**src/rtl/ssnfb_pkg.sv**
```systemverilog
package ssnfb_pkg;

    localparam int DIGITS_DEF = 4;

    localparam logic [7:0] CMD_DATA  = 8'h40;
    localparam logic [7:0] CMD_ADDR  = 8'hC0;
    localparam logic [7:0] CMD_CTRL  = 8'h80;
    localparam logic [7:0] SEG_MINUS = 8'b01000000;
    localparam logic [7:0] SEG_DOT   = 8'h80;
    localparam logic [7:0] SEG_BLANK = 8'h00;

    localparam logic [3:0] BRIGHT_RST = 4'h0f;

    localparam logic [1:0] FUNC_DEC  = 2'd0;
    localparam logic [1:0] FUNC_HEX  = 2'd1;
    localparam logic [1:0] FUNC_RAW  = 2'd2;
    localparam logic [1:0] FUNC_NONE = 2'd3;

    // floor(x / 10) = (x * 0xCCCD) >> 19, exact for any 16-bit x
    localparam logic [15:0] RECIP10       = 16'hCCCD;
    localparam int          RECIP10_SHIFT = 19;

    typedef struct packed {
        logic [1:0] func;
        logic [15:0] magnitude;
        logic        negative;
        logic [7:0]  dots;
        logic        keep_zeros;
        logic [2:0]  digit_count;
        logic [1:0]  start_position;
        logic [7:0]  raw_segment_0;
        logic [7:0]  raw_segment_1;
        logic [7:0]  raw_segment_2;
        logic [7:0]  raw_segment_3;
    } t_req;

    typedef struct packed {
        logic [7:0] bus_byte;
        logic       frame_start;
        logic       frame_end;
        logic       last;
    } t_res;

    // microcode
    localparam int PC_W = 3;
    typedef logic [PC_W-1:0] t_pc;

    localparam t_pc STEP_WAIT  = 3'd0;
    localparam t_pc STEP_CHECK = 3'd1;
    localparam t_pc STEP_DIGIT = 3'd2;
    localparam t_pc STEP_DATA  = 3'd3;
    localparam t_pc STEP_ADDR  = 3'd4;
    localparam t_pc STEP_SEG   = 3'd5;
    localparam t_pc STEP_CTRL  = 3'd6;

    typedef enum logic [1:0] {
        ACT_NONE,
        ACT_DIGIT,
        ACT_EMIT
    } t_act;

    typedef enum logic [1:0] {
        SEL_DATA,
        SEL_ADDR,
        SEL_SEG,
        SEL_CTRL
    } t_sel;

    typedef enum logic [2:0] {
        COND_NEXT,
        COND_ALWAYS,
        COND_IDLE,
        COND_FUNC_NONE,
        COND_MORE_DIG,
        COND_MORE_SEG
    } t_cond;

    typedef struct packed {
        t_act  act;
        t_sel  sel;
        logic  fstart;
        logic  fend;
        logic  flast;
        t_cond cond;
        t_pc   target;
    } t_uword;

    typedef struct packed {
        logic accept;
        logic func_none;
        logic more_dig;
        logic more_seg;
    } t_seq_flags;

    function automatic t_uword ucode(input t_pc pc);
        t_uword w;
        w = '{act: ACT_NONE, sel: SEL_DATA, fstart: 1'b0, fend: 1'b0, flast: 1'b0,
              cond: COND_NEXT, target: STEP_WAIT};
        unique case (pc)
            STEP_WAIT: begin
                w.cond   = COND_IDLE;
                w.target = STEP_WAIT;
            end
            STEP_CHECK: begin
                w.cond   = COND_FUNC_NONE;
                w.target = STEP_WAIT;
            end
            STEP_DIGIT: begin
                w.act    = ACT_DIGIT;
                w.cond   = COND_MORE_DIG;
                w.target = STEP_DIGIT;
            end
            STEP_DATA: begin
                w.act    = ACT_EMIT;
                w.sel    = SEL_DATA;
                w.fstart = 1'b1;
                w.fend   = 1'b1;
            end
            STEP_ADDR: begin
                w.act    = ACT_EMIT;
                w.sel    = SEL_ADDR;
                w.fstart = 1'b1;
            end
            STEP_SEG: begin
                w.act    = ACT_EMIT;
                w.sel    = SEL_SEG;
                w.cond   = COND_MORE_SEG;
                w.target = STEP_SEG;
            end
            STEP_CTRL: begin
                w.act    = ACT_EMIT;
                w.sel    = SEL_CTRL;
                w.fstart = 1'b1;
                w.fend   = 1'b1;
                w.flast  = 1'b1;
                w.cond   = COND_ALWAYS;
                w.target = STEP_WAIT;
            end
            default: begin
                w.cond   = COND_ALWAYS;
                w.target = STEP_WAIT;
            end
        endcase
        return w;
    endfunction

    function automatic logic [7:0] seg_font(input logic [3:0] d);
        logic [7:0] s;
        unique case (d)
            4'h0: s = 8'b00111111;
            4'h1: s = 8'h06;
            4'h2: s = 8'h5B;
            4'h3: s = 8'h4F;
            4'h4: s = 8'h66;
            4'h5: s = 8'h6D;
            4'h6: s = 8'h7D;
            4'h7: s = 8'h07;
            4'h8: s = 8'b01111111;
            4'h9: s = 8'h6F;
            4'hA: s = 8'h77;
            4'hB: s = 8'h7C;
            4'hC: s = 8'h39;
            4'hD: s = 8'h5E;
            4'hE: s = 8'h79;
            4'hF: s = 8'h71;
        endcase
        return s;
    endfunction

endpackage

```
**src/rtl/seven_segment_number_frame_builder_top.sv**
```systemverilog
// Seven-segment frame builder. Pulse start while busy is low to hand over one display
// request (decimal, hex or raw segment bytes); the block then raises busy and emits
// 3 + n bytes on o_result, one per o_strobe cycle, where n is digit_count clamped to
// 1..DIGITS: the data command, the address byte, n segment bytes and the display
// control byte carrying the brightness register. The receiver cannot stall: every
// strobed byte must be taken in the cycle it appears. A microcoded sequencer extracts
// one digit per cycle through a shared divide-by-base unit and then emits one byte per
// cycle; busy stays high, and no new request is accepted, until the display control
// byte has been issued. Function code 3 is accepted and produces no bytes. The
// brightness register (reset 0xF) is written through the cfg channel, which is always
// ready; write it only while busy is low and no bytes are pending.
module seven_segment_number_frame_builder_top
    import ssnfb_pkg::*;
#(
    parameter int DIGITS = DIGITS_DEF
) (
    input  logic       i_clk,
    input  logic       i_rst_n,
    input  logic       start,
    output logic       busy,
    input  t_req       i_req,
    input  logic       i_cfg_valid,
    output logic       o_cfg_ready,
    input  logic [3:0] i_cfg_data,
    output logic       o_strobe,
    output t_res       o_result
);

    localparam int IDX_W = (DIGITS > 1) ? $clog2(DIGITS) : 1;

    // sequencer
    t_uword     uw;
    t_seq_flags flags;
    logic       accept;

    // request registers
    t_req             r_req;
    logic [15:0]      r_num;
    logic             r_neg;
    logic             r_zblank;
    logic [IDX_W-1:0] r_idx;
    logic [IDX_W-1:0] r_last_idx;
    logic [3:0]       r_bright;
    logic [7:0]       r_seg [DIGITS];

    // output register
    logic r_strobe;
    logic n_strobe;
    t_res r_result;
    t_res n_result;

    logic [3:0]       cnt4;
    logic [3:0]       cnt_eff;
    logic [IDX_W-1:0] ld_last_idx;

    logic [31:0] prod;
    logic [15:0] q_dec;
    logic [15:0] rem_dec;
    logic [15:0] quot;
    logic [3:0]  digit;
    logic        num_zero;
    logic [7:0]  raw_sel;
    logic [7:0]  seg_next;
    logic        use_minus;
    logic        dot_en;
    logic        dot;

    assign accept = start && !busy;

    assign flags = '{accept:    accept,
                     func_none: (r_req.func == FUNC_NONE),
                     more_dig:  (r_idx != '0),
                     more_seg:  (r_idx != r_last_idx)};

    ssnfb_seq u_seq (
        .i_clk   (i_clk),
        .i_rst_n (i_rst_n),
        .i_flags (flags),
        .o_uword (uw),
        .o_busy  (busy)
    );

    // Clamp the digit count to 1..DIGITS and keep it as the index of the last place.
    always_comb begin
        cnt4 = {1'b0, i_req.digit_count};
        if (cnt4 == 4'd0) begin
            cnt_eff = 4'd1;
        end else if (cnt4 > 4'(DIGITS)) begin
            cnt_eff = 4'(DIGITS);
        end else begin
            cnt_eff = cnt4;
        end
        ld_last_idx = IDX_W'(cnt_eff - 4'd1);
    end

    // Divide by the base: reciprocal multiply for ten, a shift for sixteen.
    always_comb begin
        prod    = 32'(r_num) * 32'(RECIP10);
        q_dec   = 16'(prod >> RECIP10_SHIFT);
        rem_dec = r_num - 16'(q_dec * 16'd10);
        if (r_req.func == FUNC_HEX) begin
            quot  = {4'b0000, r_num[15:4]};
            digit = r_num[3:0];
        end else begin
            quot  = q_dec;
            digit = rem_dec[3:0];
        end
        num_zero = (r_num == 16'd0);
    end

    always_comb begin
        case (int'(r_idx))
            0:       raw_sel = r_req.raw_segment_0;
            1:       raw_sel = r_req.raw_segment_1;
            2:       raw_sel = r_req.raw_segment_2;
            3:       raw_sel = r_req.raw_segment_3;
            default: raw_sel = SEG_BLANK;
        endcase
    end

    // Segment code for the place under r_idx, walking from the right.
    always_comb begin
        use_minus = 1'b0;
        if (r_zblank) begin
            // zero with blanking: a single 0 in the rightmost place
            seg_next = (r_idx == r_last_idx) ? seg_font(4'h0) : SEG_BLANK;
        end else if (r_req.func == FUNC_RAW) begin
            seg_next = raw_sel;
        end else begin
            if (num_zero && !r_req.keep_zeros) begin
                seg_next = SEG_BLANK;
            end else begin
                seg_next = seg_font(digit);
            end
            if (num_zero && r_neg) begin
                seg_next  = SEG_MINUS;
                use_minus = 1'b1;
            end
        end
    end

    // Dot mask: bit 7 belongs to the leftmost written place.
    always_comb begin
        dot_en = !r_zblank && (r_req.func != FUNC_RAW);
        dot    = 1'b0;
        if (dot_en && (int'(r_idx) < 8)) begin
            dot = r_req.dots[3'(7 - int'(r_idx))];
        end
    end

    always_comb begin
        n_strobe = (uw.act == ACT_EMIT);
        n_result = '{bus_byte: CMD_DATA, frame_start: uw.fstart, frame_end: uw.fend,
                     last: uw.flast};
        unique case (uw.sel)
            SEL_DATA: n_result.bus_byte = CMD_DATA;
            SEL_ADDR: n_result.bus_byte = CMD_ADDR | {6'd0, r_req.start_position};
            SEL_SEG: begin
                n_result.bus_byte  = r_seg[r_idx] | (dot ? SEG_DOT : SEG_BLANK);
                n_result.frame_end = (r_idx == r_last_idx);
            end
            SEL_CTRL: n_result.bus_byte = CMD_CTRL | {4'd0, r_bright};
            default:  n_result.bus_byte = CMD_DATA;
        endcase
    end

    // Control state: strobe and brightness.
    always_ff @(posedge i_clk) begin
        if (!i_rst_n) begin
            r_strobe <= 1'b0;
            r_bright <= BRIGHT_RST;
        end else begin
            r_strobe <= n_strobe;
            if (i_cfg_valid && o_cfg_ready) begin
                r_bright <= i_cfg_data;
            end
        end
    end

    // Datapath: latch the request, extract digits, step through the places.
    always_ff @(posedge i_clk) begin
        if (accept) begin
            r_req      <= i_req;
            r_num      <= i_req.magnitude;
            r_neg      <= i_req.negative && (i_req.func == FUNC_DEC);
            r_zblank   <= (i_req.func != FUNC_RAW) && (i_req.magnitude == 16'd0)
                          && !i_req.keep_zeros;
            r_idx      <= ld_last_idx;
            r_last_idx <= ld_last_idx;
        end else if (uw.act == ACT_DIGIT) begin
            r_seg[r_idx] <= seg_next;
            r_num        <= quot;
            if (use_minus) begin
                r_neg <= 1'b0;
            end
            if (r_idx != '0) begin
                r_idx <= r_idx - IDX_W'(1);
            end
        end else if ((uw.act == ACT_EMIT) && (uw.sel == SEL_SEG)) begin
            if (r_idx != r_last_idx) begin
                r_idx <= r_idx + IDX_W'(1);
            end
        end
    end

    // Payload register: hold the last byte between strobes.
    always_ff @(posedge i_clk) begin
        if (n_strobe) begin
            r_result <= n_result;
        end
    end

    assign o_cfg_ready = 1'b1;
    assign o_strobe    = r_strobe;
    assign o_result    = r_result;

    // A byte only appears while a request is in progress.
    a_strobe_busy: assert property (@(posedge i_clk) disable iff (!i_rst_n)
        o_strobe |-> $past(busy))
        else $error("byte transfer without a request in progress");

    // The final byte leaves the block free for the next request.
    a_last_idle: assert property (@(posedge i_clk) disable iff (!i_rst_n)
        (o_strobe && o_result.last) |-> !busy)
        else $error("block still busy after the final byte");

    // An accepted request makes the block busy.
    a_accept_busy: assert property (@(posedge i_clk) disable iff (!i_rst_n)
        (start && !busy) |=> busy)
        else $error("request accepted but block not busy");

    // The address byte is followed at once by a segment byte.
    a_addr_seg: assert property (@(posedge i_clk) disable iff (!i_rst_n)
        (o_strobe && o_result.frame_start && !o_result.frame_end)
        |=> (o_strobe && !o_result.frame_start))
        else $error("address byte not followed by segment data");

endmodule

```
**src/rtl/ssnfb_seq.sv**
```systemverilog
module ssnfb_seq
    import ssnfb_pkg::*;
(
    input  logic       i_clk,
    input  logic       i_rst_n,
    input  t_seq_flags i_flags,
    output t_uword     o_uword,
    output logic       o_busy
);

    t_pc    r_pc;
    t_pc    n_pc;
    t_uword uw;
    logic   jump;

    assign uw = ucode(r_pc);

    always_comb begin
        unique case (uw.cond)
            COND_NEXT:      jump = 1'b0;
            COND_ALWAYS:    jump = 1'b1;
            COND_IDLE:      jump = !i_flags.accept;
            COND_FUNC_NONE: jump = i_flags.func_none;
            COND_MORE_DIG:  jump = i_flags.more_dig;
            COND_MORE_SEG:  jump = i_flags.more_seg;
            default:        jump = 1'b1;
        endcase
        n_pc = jump ? uw.target : t_pc'(r_pc + t_pc'(1));
    end

    always_ff @(posedge i_clk) begin
        if (!i_rst_n) begin
            r_pc <= STEP_WAIT;
        end else begin
            r_pc <= n_pc;
        end
    end

    assign o_uword = uw;
    assign o_busy  = (r_pc != STEP_WAIT);

endmodule
```
**config.mk**
```make
export PLATFORM = sky130hd
export DESIGN_NAME = seven_segment_number_frame_builder_top
export DESIGN_NICKNAME = d
export VERILOG_FILES = /design/src/rtl/ssnfb_pkg.sv /design/src/rtl/seven_segment_number_frame_builder_top.sv /design/src/rtl/ssnfb_seq.sv
export SDC_FILE = /design/constraint.sdc
export NUM_CORES = 1
export LEC_CHECK = 0
export ABC_CLOCK_PERIOD_IN_PS = 9700
export BUFFER_PORTS_ARGS = -buffer_cell sky130_fd_sc_hd__buf_2
export CORE_MARGIN = 3
export CORE_UTILIZATION = 25
export CTS_BUF_LIST = sky130_fd_sc_hd__clkbuf_4 sky130_fd_sc_hd__clkbuf_8
export DETAILED_ROUTE_END_ITERATION = 10
export GPL_TIMING_DRIVEN = 1
export PLACE_DENSITY = 0.51
export SETUP_SLACK_MARGIN = 0.2
export SLEW_MARGIN = 20
export SYNTH_ARGS = -nofsm -noshare
export SYNTH_HDL_FRONTEND = slang
export SYNTH_HIERARCHICAL = 1
export SYNTH_SLANG_ARGS = --single-unit
export TNS_END_PERCENT = 5
```
**constraint.sdc**
```tcl
create_clock -name i_clk -period 9.7 [get_ports i_clk]
set_input_delay 2.91 -clock i_clk [delete_from_list [all_inputs] [get_ports i_clk]]
set_output_delay 2.91 -clock i_clk [all_outputs]
set_load 0.03 [all_outputs]
```
=== Yosys cells after proc, flatten, opt, wreduce, memory -nomap -nowiden ===
Memory sizes are Yosys's and may differ from the RTL's. A register that Yosys moved wholly into a read port is not among the register bits.
Index checks and enable logic that the tools add are counted.

* Add/subtract/negate cells: 6
* Multipliers: 2
* $lt $le $gt $ge: 2
* Eq/ne operators: 26
* Multiplexer cells: 42
* Bitwise gates (word level): 1
* Reductions and logical operators: 33

{| class="wikitable"
|+ Operator list
! operator !! count
|-
| 8-bit one-hot mux with 4 select lines || 2
|-
| 8-bit two-way mux || 5
|-
| 16-bit zero test || 2
|-
| 16-bit by 16-bit multiplier with 32-bit output (second input constant) || 1
|-
| 16-bit two-way mux || 2
|-
| 6-bit one-hot mux with 5 select lines || 1
|-
| 1-bit two-way mux || 16
|-
| 2-bit two-way mux || 8
|-
| 3-bit equality test (second input constant) || 5
|-
| 2-bit equality test (second input constant) || 7
|-
| 13-bit by 3-bit multiplier with 3-bit output (second input constant) || 1
|-
| 13-bit two-way mux || 1
|-
| 3-bit by 2-bit equality test with 1-bit output (second input constant) || 4
|-
| 3-bit zero test || 3
|-
| 3-bit nonzero test || 3
|-
| 2-bit by 1-bit equality test with 1-bit output (second input constant) || 4
|-
| 1-bit logical AND || 8
|-
| 8-bit OR || 1
|-
| 2-bit zero test || 3
|-
| 6-bit two-way mux || 1
|-
| 2-bit one-hot mux with 3 select lines || 1
|-
| 2-bit nonzero test || 3
|-
| 1-bit zero test || 5
|-
| 3-bit by 5-bit less-than comparator with 1-bit output (second input constant) || 1
|-
| other kinds (21) || 24
|}

* Bits in registers: 86
* Bits in writable memories: 32
* ROM bits: 112
* Input bits: 73
* Logic and storage cells: 134
* Memories: 2

{| class="wikitable"
|+ Memory list
! name !! words !! bits a word !! rd ports !! clocked after memory_dff !! write ports !! line !! source
|-
| (no name shown) || 16 || 7 || 1 || 0 || 0 || ssnfb_pkg.sv:149 || <nowiki>unique case (d)</nowiki>
|-
| r_seg || 4 || 8 || 1 || 1 || 1 || seven_segment_number_frame_builder_top.sv:44 || <nowiki>logic [7:0] r_seg [DIGITS];</nowiki>
|}

=== Logic depth before layout (Yosys ltp) ===
Gate-level depths: netlist (run 1).

* Word-level depth: 9
* Depth in mapped cells: 28
* Mapped depth without buffers: 28

=== Modules after synthesis ===
The synthesis (run 1) kept the hierarchy.

{| class="wikitable"
|+ By module, submodules not included
! module !! times used !! cells each !! area an instance (sq um) !! seq. area each (sq um)
|-
| seven_segment_number_frame_builder_top || 1 || 836 || 9613.0 || 3323.2
|-
| ssnfb_seq || 1 || 48 || 381.6 || 60.1
|}

=== Least setup slack after synthesis (run 1) ===
No wires, ideal clock.

* Kind: register -> register
* From: register r_num[3]
* To: memory r_seg[0][6] (data pin)
* Library setup time: 0.187 ns
* Arrival: 6.873 ns
* Data required time: 9.513 ns
* Path slack: 2.640 ns
* Stages on the path, launching flop included: 28
* Cells stage by stage: edfxtp_1 inv_1 ha_1 inv_1 fa_1 inv_1 fa_1 fa_1 fa_1 inv_1 fa_1 inv_1 ha_1 nand2_1 nor2_2 o221ai_2 a31oi_4 xor2_4 ha_1 fa_1 nand2_1 a21boi_0 nand2_1 a21boi_0 nor3_1 mux2_1 or4_1 a31oi_1

* Cells in the longest elaborated chain, start to end: 9
* Elaborated cells on any way between the ends: 12

{| class="wikitable"
|+ Ends and longest elaborated chain
! element !! line !! source
|-
| from (decl) || seven_segment_number_frame_builder_top.sv:38 || <nowiki>logic [15:0] r_num;</nowiki>
|-
| from (signal assigned) || seven_segment_number_frame_builder_top.sv:184 || <nowiki>r_num <= i_req.magnitude;</nowiki>
|-
| from (signal assigned) || seven_segment_number_frame_builder_top.sv:192 || <nowiki>r_num <= quot;</nowiki>
|-
| 16-bit by 16-bit multiplier with 32-bit output || seven_segment_number_frame_builder_top.sv:98 || <nowiki>prod = 32'(r_num) * 32'(RECIP10);</nowiki>
|-
| 13-bit by 3-bit multiplier with 3-bit output || seven_segment_number_frame_builder_top.sv:100 || <nowiki>rem_dec = r_num - 16'(q_dec * 16'd10);</nowiki>
|-
| 4-bit subtractor || seven_segment_number_frame_builder_top.sv:100 ||
|-
| 4-bit two-way mux || seven_segment_number_frame_builder_top.sv:101 || <nowiki>if (r_req.func == FUNC_HEX) begin</nowiki>
|-
| memory read 16 x 7 bit || -- ||
|-
| 8-bit two-way mux || seven_segment_number_frame_builder_top.sv:130 || <nowiki>if (num_zero && !r_req.keep_zeros) begin</nowiki>
|-
| 8-bit two-way mux * || seven_segment_number_frame_builder_top.sv:135 || <nowiki>if (num_zero && r_neg) begin</nowiki>
|-
| 8-bit two-way mux * || seven_segment_number_frame_builder_top.sv:127 || <nowiki>end else if (r_req.func == FUNC_RAW) begin</nowiki>
|-
| 8-bit two-way mux * || seven_segment_number_frame_builder_top.sv:124 || <nowiki>if (r_zblank) begin</nowiki>
|-
| named net seg_next[6] || seven_segment_number_frame_builder_top.sv:63 || <nowiki>logic [7:0] seg_next;</nowiki>
|-
| to (decl) || seven_segment_number_frame_builder_top.sv:44 ||
|}

The timed path passes the listed nets; every way through them passes the cells marked *.

=== Worst setup path after layout (run 1) ===
* From: register r_num[3]
* To: memory r_seg[2][6] (data pin)

Same word-level chain as after synthesis.

==> summary.txt, run 1 <==
STA
  – Final setup violation count: 0
  – Worst relative slew slack: 0.360
  – Unrepaired setup endpoints after global routing: no
  – WHS: between 0.4 and 0.5 ns
  – Final Hold Fails: 0
  – Setup_tns: 0 ns
  – Final Max Slew Viols: 0
  – Tcrit/Tclk final: 0.853
  – Worst Tran Pin Value: approximately 0.96 ns
  – Skew final: 0.0123 ns
  – Fmax: roughly 120 MHz
  – Final min period: slightly above 8 ns

Floorplan
  – Height of the chip: roughly 210 µm
  – Initial Utilization: 0.255
  – Die Wd: between 200 and 250 µm
  – Core Region: approximately 40000 µm²
  – # IOs: 87
  – Die Area: about 42000 µm²
  – Placement Rows: a little over 70

GRT
  – First-pass GRT wire length: around 37 mm
  – Initial antenna violation count: 2
  – Grt total ovfl: 0
  – Total track usage: 0.115
  – Vias in the first global route: around 6800
  – Largest net degree at the start of global routing: between 50 and 60

Clock network
  – Clk slew on worst S/H paths: ~0.08 ns
  – Root Buffer: clkbuf_8
  – Clk buf depth: 2
  – Htree depth: 4
  – CTS Buf Count: 17
  – CTS Sinks: around 120
  – Setup repair bufs after CTS: 0
  – Post_cts resized: 0
  – # hold bufs at CTS: 0
  – CTS tree: yes
  – Clock Latency Late Sink: between 0.4 and 0.5 ns

Setup path
  – Critical path launch point type: flop
  – Critical path launch point: r_num[3]
  – CP Max Fanout: 9
  – CP max-delay cell: edfxtp_1
  – RR Startpoint: r_num[3]
  – Required time of the critical path: roughly 9.9 ns
  – CP Capture Type: flop
  – Most frequent CP cell: fa_1
  – Crit path DAT: approximately 8.5 ns
  – Crit path largest cell delay: 0.56 ns
  – Crit path kind: flop to flop

Routing
  – Routed vias: between 6000 and 7000
  – Final wirelength: 23.4 mm
  – Pre-antenna DRT Iters: 5
  – Drt drc: 0
  – Starting DRT DRC Count: just under 300
  – Routed wire per std cell: 15.6 µm
  – DRT antenna net count: 0
  – DR vias/cell: 4.38

Worst hold path
  – Hold Path Origin: r_bright[0]
  – Hold crit path type: flop to flop

Layout
  – Share of cells above drive strength 1: 0.153
  – Filler cells: approximately 4000
  – Layout area overhead: 14.5%
  – N_diodes: 0
  – Layout Utilization: 0.293
  – Nets: 1274

Place
  – Routability cong.: ~0.87
  – Buffers on Ports: just over 80
  – Final HPWL DP: about 19 mm

Yosys
  – Mapped Nets: 1187
  – Post-Syn Area: 9960 µm²
  – Yosys warns: 6
  – Avg Cell Area, Syn: 11.3 µm²
  – Cells after Synth: a little under 900

Run
  – Number of max-cap violations: 0

Run status
  – Status: finished clean
==> sequential cells by signal, summed over array words and instances, names as in the netlist, named ones only <==
| signal | flops |
|---|---|
| r_neg | 1 |
| o_strobe | 1 |
| r_seg | 32 |
| r_idx | 2 |
| u_seq/r_pc | 3 |
| r_bright | 4 |
| r_num | 16 |
| r_zblank | 1 |
| o_result | 11 |
| r_last_idx | 2 |
| r_req | 41 |
==> placed cells by master, fill, tap and decap left out, drive strengths merged, types with 5 or more instances in the layout <==
cell / n
a21o: 9
a21oi: 36
a222oi: 8
a31oi: 8
and2: 8
buf: 85
clkbuf: 18
dfxtp: 10
edfxtp: 106
fa: 81
ha: 155
inv: 187
mux2: 5
mux2i: 6
mux4: 9
nand2: 55
nand2b: 8
nand3: 5
nand4: 8
nor2: 29
nor2b: 9
nor3: 7
nor4: 6
o21ai: 34
xnor2: 14
xor2: 9
==> final cells by class <==
cell class,count,area (µm²),area share
sequential,116,3380,0.296
clock inverter,14,196,0.0172
tap,518,648,0.0568
inverter,181,679,0.0595
timing repair buffer,85,435,0.0382
multi-input combinational,564,5820,0.510
clock buffer,18,248,0.0217
==> worst paths after layout <==
kind	to	slack [ns]	depth (start not counted)
hold reg to reg	r_bright[0]	0.50	2
hold / removal	r_bright[0]	0.50	2
setup reg to reg	r_seg[2][6]	1.43	27
setup / recovery	r_seg[2][6]	1.43	27
==> critical path, delay by kind of cell, from the launching register on <==
kind,cells,cell delay (ns)
AO/OA/AOI/OAI,6,1.45
XOR/XNOR,1,0.22
adder cells (fa/ha/maj),8,4.06
buffers and inverters,5,0.44
flip-flops,1,0.56
multiplexers,1,0.32
AND/OR/NAND/NOR,6,0.97
==> through the flow <==
stage | std cells | cell area (µm²) | setup slack, ns
4_1_cts | 1496 | 11400 | 1.44
3_3_place_gp | 1464 | 11000 | 1.58
3_5_place_dp | 1464 | 11000 | 1.49
2_1_floorplan | 878 | 9960 | 2.64
5_1_grt | 1496 | 11400 | 0.978
6_report | 1496 | 11400 | 1.43
==> metal layers <==
layer | wire (µm) | share of wire | vias to the layer above | GRT usage
li1 | - | - | 3185 | -
met1 | 11000 | 0.47 | 3242 | 0.160
met2 | 11400 | 0.49 | 107 | 0.188
met3 | 888 | 0.038 | 11 | 0.0223
met4 | 118 | 0.0050 | 0 | 0.0168
met5 | 0 | 0 | - | 0
Power of run 1 is not shown: default switching activity piles up to over one toggle a cycle in this logic, so the estimate is an artifact.
==> run 2, diff against run 1 <==
ABC_AREA = 1   (was unset)
==> summary.txt, run 2 <==
Layout
  – Max FFs per register: 41
  – Commonest non-fill, non-tap cell in the layout: inv_1
  – N_diodes: 0
  – Non-Filler Instances: 1732
  – Largest regs: r_req (41), r_seg (32), r_num (16)
  – Biggest register: r_req
  – Layout area overhead: 13.1%
  – Most frequent cells in the layout: inv_1 (228), nand2_1 (187), ha_1 (155)
  – Nets: roughly 1500
  – Filler cells: around 4400
  – Share of cells above drive strength 1: 0.128

GRT
  – Global routing usage on met1: 0.162
  – Vias in the first global route: 7861
  – Largest net degree at the start of global routing: 67
  – Initial antenna violation count: 0
  – First-pass GRT wire length: approximately 42 mm
  – Grt total ovfl: 0
  – Gr busiest metal: met2
  – Met2 usage: 0.200
  – Met3 GRT Util: 0.0245
  – Total track usage: 0.121

Setup path
  – Buffer and inverter count on the worst path: 7
  – Crit path DAT: about 8 ns
  – Required time of the critical path: about 9.9 ns
  – CP Capture Type: flop
  – CP Max Fanout: 9
  – Crit path largest cell delay: between 0.5 and 0.6 ns
  – RR Startpoint: r_num[3]
  – FF-to-FF path depth: 28
  – Critical path launch point type: flop
  – Crit path kind: flop to flop
  – CP max-delay cell: edfxtp_1
  – Crit path max-delay family: adder cells
  – R2R Path End: r_seg[2][3]
  – FF-to-FF setup slack: roughly 2.1 ns
  – Most frequent CP cell: inv_1

Floorplan
  – Initial Utilization: 0.254
  – Die Area: about 44000 µm²
  – Die Wd: roughly 210 µm
  – # IOs: between 80 and 90
  – Placement Rows: 74
  – Height of the chip: 210 µm
  – Core Region: between 40000 and 50000 µm²

Worst hold path
  – Hold depth: 2
  – Worst Hold Endpoint: r_bright[1]
  – Hold crit path type: flop to flop
  – Hold Path Origin: r_bright[1]

Clock network
  – CTS Sinks: about 120
  – Htree depth: 4
  – Clock Latency Late Sink: about 0.45 ns
  – Setup repair bufs after CTS: 0
  – # hold bufs at CTS: 0
  – Clk slew on worst S/H paths: roughly 0.07 ns
  – CTS Buf Count: 17
  – Root Buffer: clkbuf_8
  – CTS tree: yes
  – Post_cts resized: 0
  – Clk buf depth: 2

STA
  – Skew final: roughly 0.018 ns
  – Final setup violation count: 0
  – Fmax: 131 MHz
  – Worst Tran Pin Value: about 0.89 ns
  – Final Hold Fails: 0
  – Tcrit/Tclk final: 0.789
  – WHS: slightly below 0.5 ns
  – Final min period: 7.65 ns
  – Final worst slack: just over 2 ns
  – Setup_tns: 0 ns
  – Unrepaired setup endpoints after global routing: no
  – Final Max Slew Viols: 0
  – Worst relative slew slack: 0.402

Routing
  – Pre-antenna DRT Iters: 6
  – Routed wire per std cell: between 10 and 15 µm
  – Final wirelength: about 26 mm
  – DRT antenna net count: 0
  – DR vias/cell: between 4 and 5
  – Drt drc: 0
  – Starting DRT DRC Count: around 400
  – Routed vias: 7574

Yosys
  – Mapped Nets: approximately 1400
  – Avg Cell Area, Syn: roughly 9.4 µm²
  – Cells after Synth: roughly 1100
  – Post-Syn Area: just over 10000 µm²
  – Yosys warns: 6

Place
  – Buffers on Ports: 81
  – Routability cong.: about 0.9
  – Placed cells: approximately 1700
  – Final HPWL DP: ~21 mm
  – Worst Setup Slack post-DPL: roughly 2.1 ns

Run
  – Number of max-cap violations: 0

Run status
  – Status: finished clean
-- run 2: worst min-delay path, stage by stage (launching register included) --
cell and delay [ns]:
dfxtp_1 0.32, nand2_1 0.07, nand3_1 0.05
-- run 2: worst max-delay path by stage --
stage,slack [ns],startpoint,depth (start not counted),to
after floorplan,3.20,r_num[3],28,r_seg[0][4]
after global routing,1.58,r_num[5],26,r_seg[3][0]
after CTS,2.07,r_num[3],28,r_seg[3][4]
final,2.05,r_num[3],28,r_seg[2][3]
after detailed placement,2.10,r_num[3],28,r_seg[0][4]
after global placement,2.10,r_num[3],28,r_seg[0][4]
-- run 2: through the flow --
| step | util | area (µm²) |
|---|---|---|
| CTS | 0.287 | 11700 |
| detailed placement | 0.278 | 11400 |
| floorplan | - | 10400 |
| global placement | 0.278 | 11400 |
| finish | 0.287 | 11700 |
| global route | 0.287 | 11700 |
-- run 2: cell type report --
class,instances,area [µm²],area share
Multi-Input combinational cell,736,6050,0.515
Sequential cell,116,3380,0.288
Inverter,234,881,0.0750
Tap cell,532,666,0.0567
Timing Repair Buffer,83,420,0.0358
Clock buffer,19,249,0.0212
Clock inverter,12,91.3,0.00778
-- run 2: metal layers --
metal  up-vias  routed length [µm]
met2       167               12200
met4         0                 435
met5         -                   0
li1       3752                   -
met3        28                1230
met1      3627               11900
Power of run 2 is left out for the same reason.
==> run 3, diff against run 2 <==
ABC_CLOCK_PERIOD_IN_PS = 6200   (was 9700)
PLACE_DENSITY = 0.52   (was 0.51)
clock period = 6.2 ns   (was 9.7 ns; I/O delays follow)
==> summary.txt, run 3 (synthesis results as in run 2) <==
Run status
  – Status: complete, but fails checks
  – Failing checks: setup timing

Worst hold path
  – Hold crit path type: flop to flop

Layout
  – Finished Cell Area: 12800 µm²
  – N_diodes: 0
  – Filler cells: approximately 4300
  – Nets: about 1600
  – Non-Filler Instances: between 1500 and 2000
  – Register area: ~3400 µm²
  – Max FFs per register: 41
  – Most frequent cells in the layout: inv_1 (222), nand2_1 (179), ha_1 (142)
  – Commonest non-fill, non-tap cell in the layout: inv_1
  – Biggest register: r_req
  – Multi-input gate area: between 6000 and 7000 µm²
  – Layout area overhead: 22.9%
  – Share of cells above drive strength 1: 0.227
  – Largest regs: r_req (41), r_seg (32), r_num (16)

Routing
  – Routed vias: a little under 8000
  – Final wirelength: 27.1 mm
  – DR vias/cell: between 4 and 5
  – Drt drc: 0
  – DRT antenna net count: 0
  – Starting DRT DRC Count: about 380
  – Routed wire per std cell: roughly 15 µm
  – Pre-antenna DRT Iters: 5

Setup path
  – Required time of the critical path: roughly 6.4 ns
  – Crit path kind: flop to flop
  – Crit path DAT: ~6.7 ns
  – Critical path launch point type: flop
  – CP max-delay cell: fa_1
  – Most frequent CP cell: fa_1
  – Crit path largest cell delay: roughly 0.55 ns
  – CP Capture Type: flop
  – CP Max Fanout: 9

Clock network
  – # hold bufs at CTS: 0
  – Clock Latency Late Sink: ~0.46 ns
  – Htree depth: 4
  – Clk buf depth: 2
  – CTS tree: yes
  – Root Buffer: clkbuf_8
  – CTS Sinks: 116
  – Clk slew on worst S/H paths: roughly 0.080 ns
  – CTS Buf Count: 17

STA
  – Worst Tran Pin Value: approximately 0.90 ns
  – Tcrit/Tclk final: 1.04
  – Unrepaired setup endpoints after global routing: yes
  – Skew final: approximately 0.015 ns
  – Worst relative slew slack: 0.397
  – Fmax: roughly 150 MHz
  – Final setup violation count: 28
  – Final Hold Fails: 0
  – Final worst slack: -0.273 ns
  – Final Max Slew Viols: 0
  – Final min period: 6.47 ns

GRT
  – Largest net degree at the start of global routing: roughly 70
  – First-pass GRT wire length: between 40 and 50 mm
  – Grt total ovfl: 0
  – Initial antenna violation count: 0
  – Total track usage: 0.126
  – Vias in the first global route: ~8200

Place
  – Routability cong.: between 0.8 and 0.9
  – Final HPWL DP: between 20 and 25 mm
  – Placed instance area: between 10000 and 15000 µm²
  – Buffers on Ports: 81
  – Placed cells: 1793
  – Worst Setup Slack post-DPL: -0.431 ns

Floorplan
  – # IOs: 87
  – Die Area: roughly 44000 µm²
  – Height of the chip: 210 µm
  – Placement Rows: 74
  – Core Region: ~41000 µm²
  – Die Wd: 210 µm
  – Initial Utilization: 0.254

Run
  – Number of max-cap violations: 0
## run 3: changes by cell type in the layout (fill, tap and decap cells not counted), moves of 3 or more
cell and change:
buf_4 +94, ha_1 -13, ha_4 +10, nand2_1 -8, nand2_2 +8, inv_1 -6, clkinv_1 -5, inv_2 +5
inv_6 +5, a21oi_1 -4, a21oi_2 +4, ha_2 +3, o21ai_0 -3
## run 3: final timing paths
kind                from          end  slack (ns)  cells past startpoint
max             r_num[3]  r_seg[0][0]       -0.27                     31
min          r_bright[0]  r_bright[0]        0.47                      2
max reg2reg     r_num[3]  r_seg[0][0]       -0.27                     31
min reg2reg  r_bright[0]  r_bright[0]        0.47                      2
## run 3: per-layer routing
metal | vias to the layer above | global-route usage | routed length [µm]
met4 | 0 | 0.0217 | 234
li1 | 3942 | - | -
met2 | 107 | 0.215 | 13200
met3 | 13 | 0.0220 | 983
met1 | 3786 | 0.171 | 12700
met5 | - | 0 | 0
## run 3: final cells by class
class,instances,share of cell area
tap,532,0.0522
clock inverter,15,0.0134
inverter,234,0.0692
timing repair buffer,178,0.0898
sequential,116,0.265
multi-input combinational,736,0.492
clock buffer,17,0.0183
## run 3: through the flow
step	hold slack (ns)	setup TNS (ns)	util
3_3_place_gp	0.461	-9.87	0.299
3_5_place_dp	0.459	-11.06	0.299
2_1_floorplan	0.429	0	-
4_1_cts	0.479	-7.65	0.310
6_report	0.473	-6.55	0.312
5_1_grt	0.501	-14.29	0.312
## run 3: critical path, delay by kind of cell (launching register included)
family                   cells  cell delay [ns]
AND/OR/NAND/NOR             12             1.20
adder cells (fa/ha/maj)      9             3.65
AO/OA/AOI/OAI                2             0.29
buffers and inverters        8             0.64
flip-flops                   1             0.41
## run 3: timing repair
item                       CTS  global route
pin swaps                    5             4
setup endpoints to repair   31            34
buffers inserted             2             1
gates resized for setup     18             9
Power of run 3 is left out for the same reason.
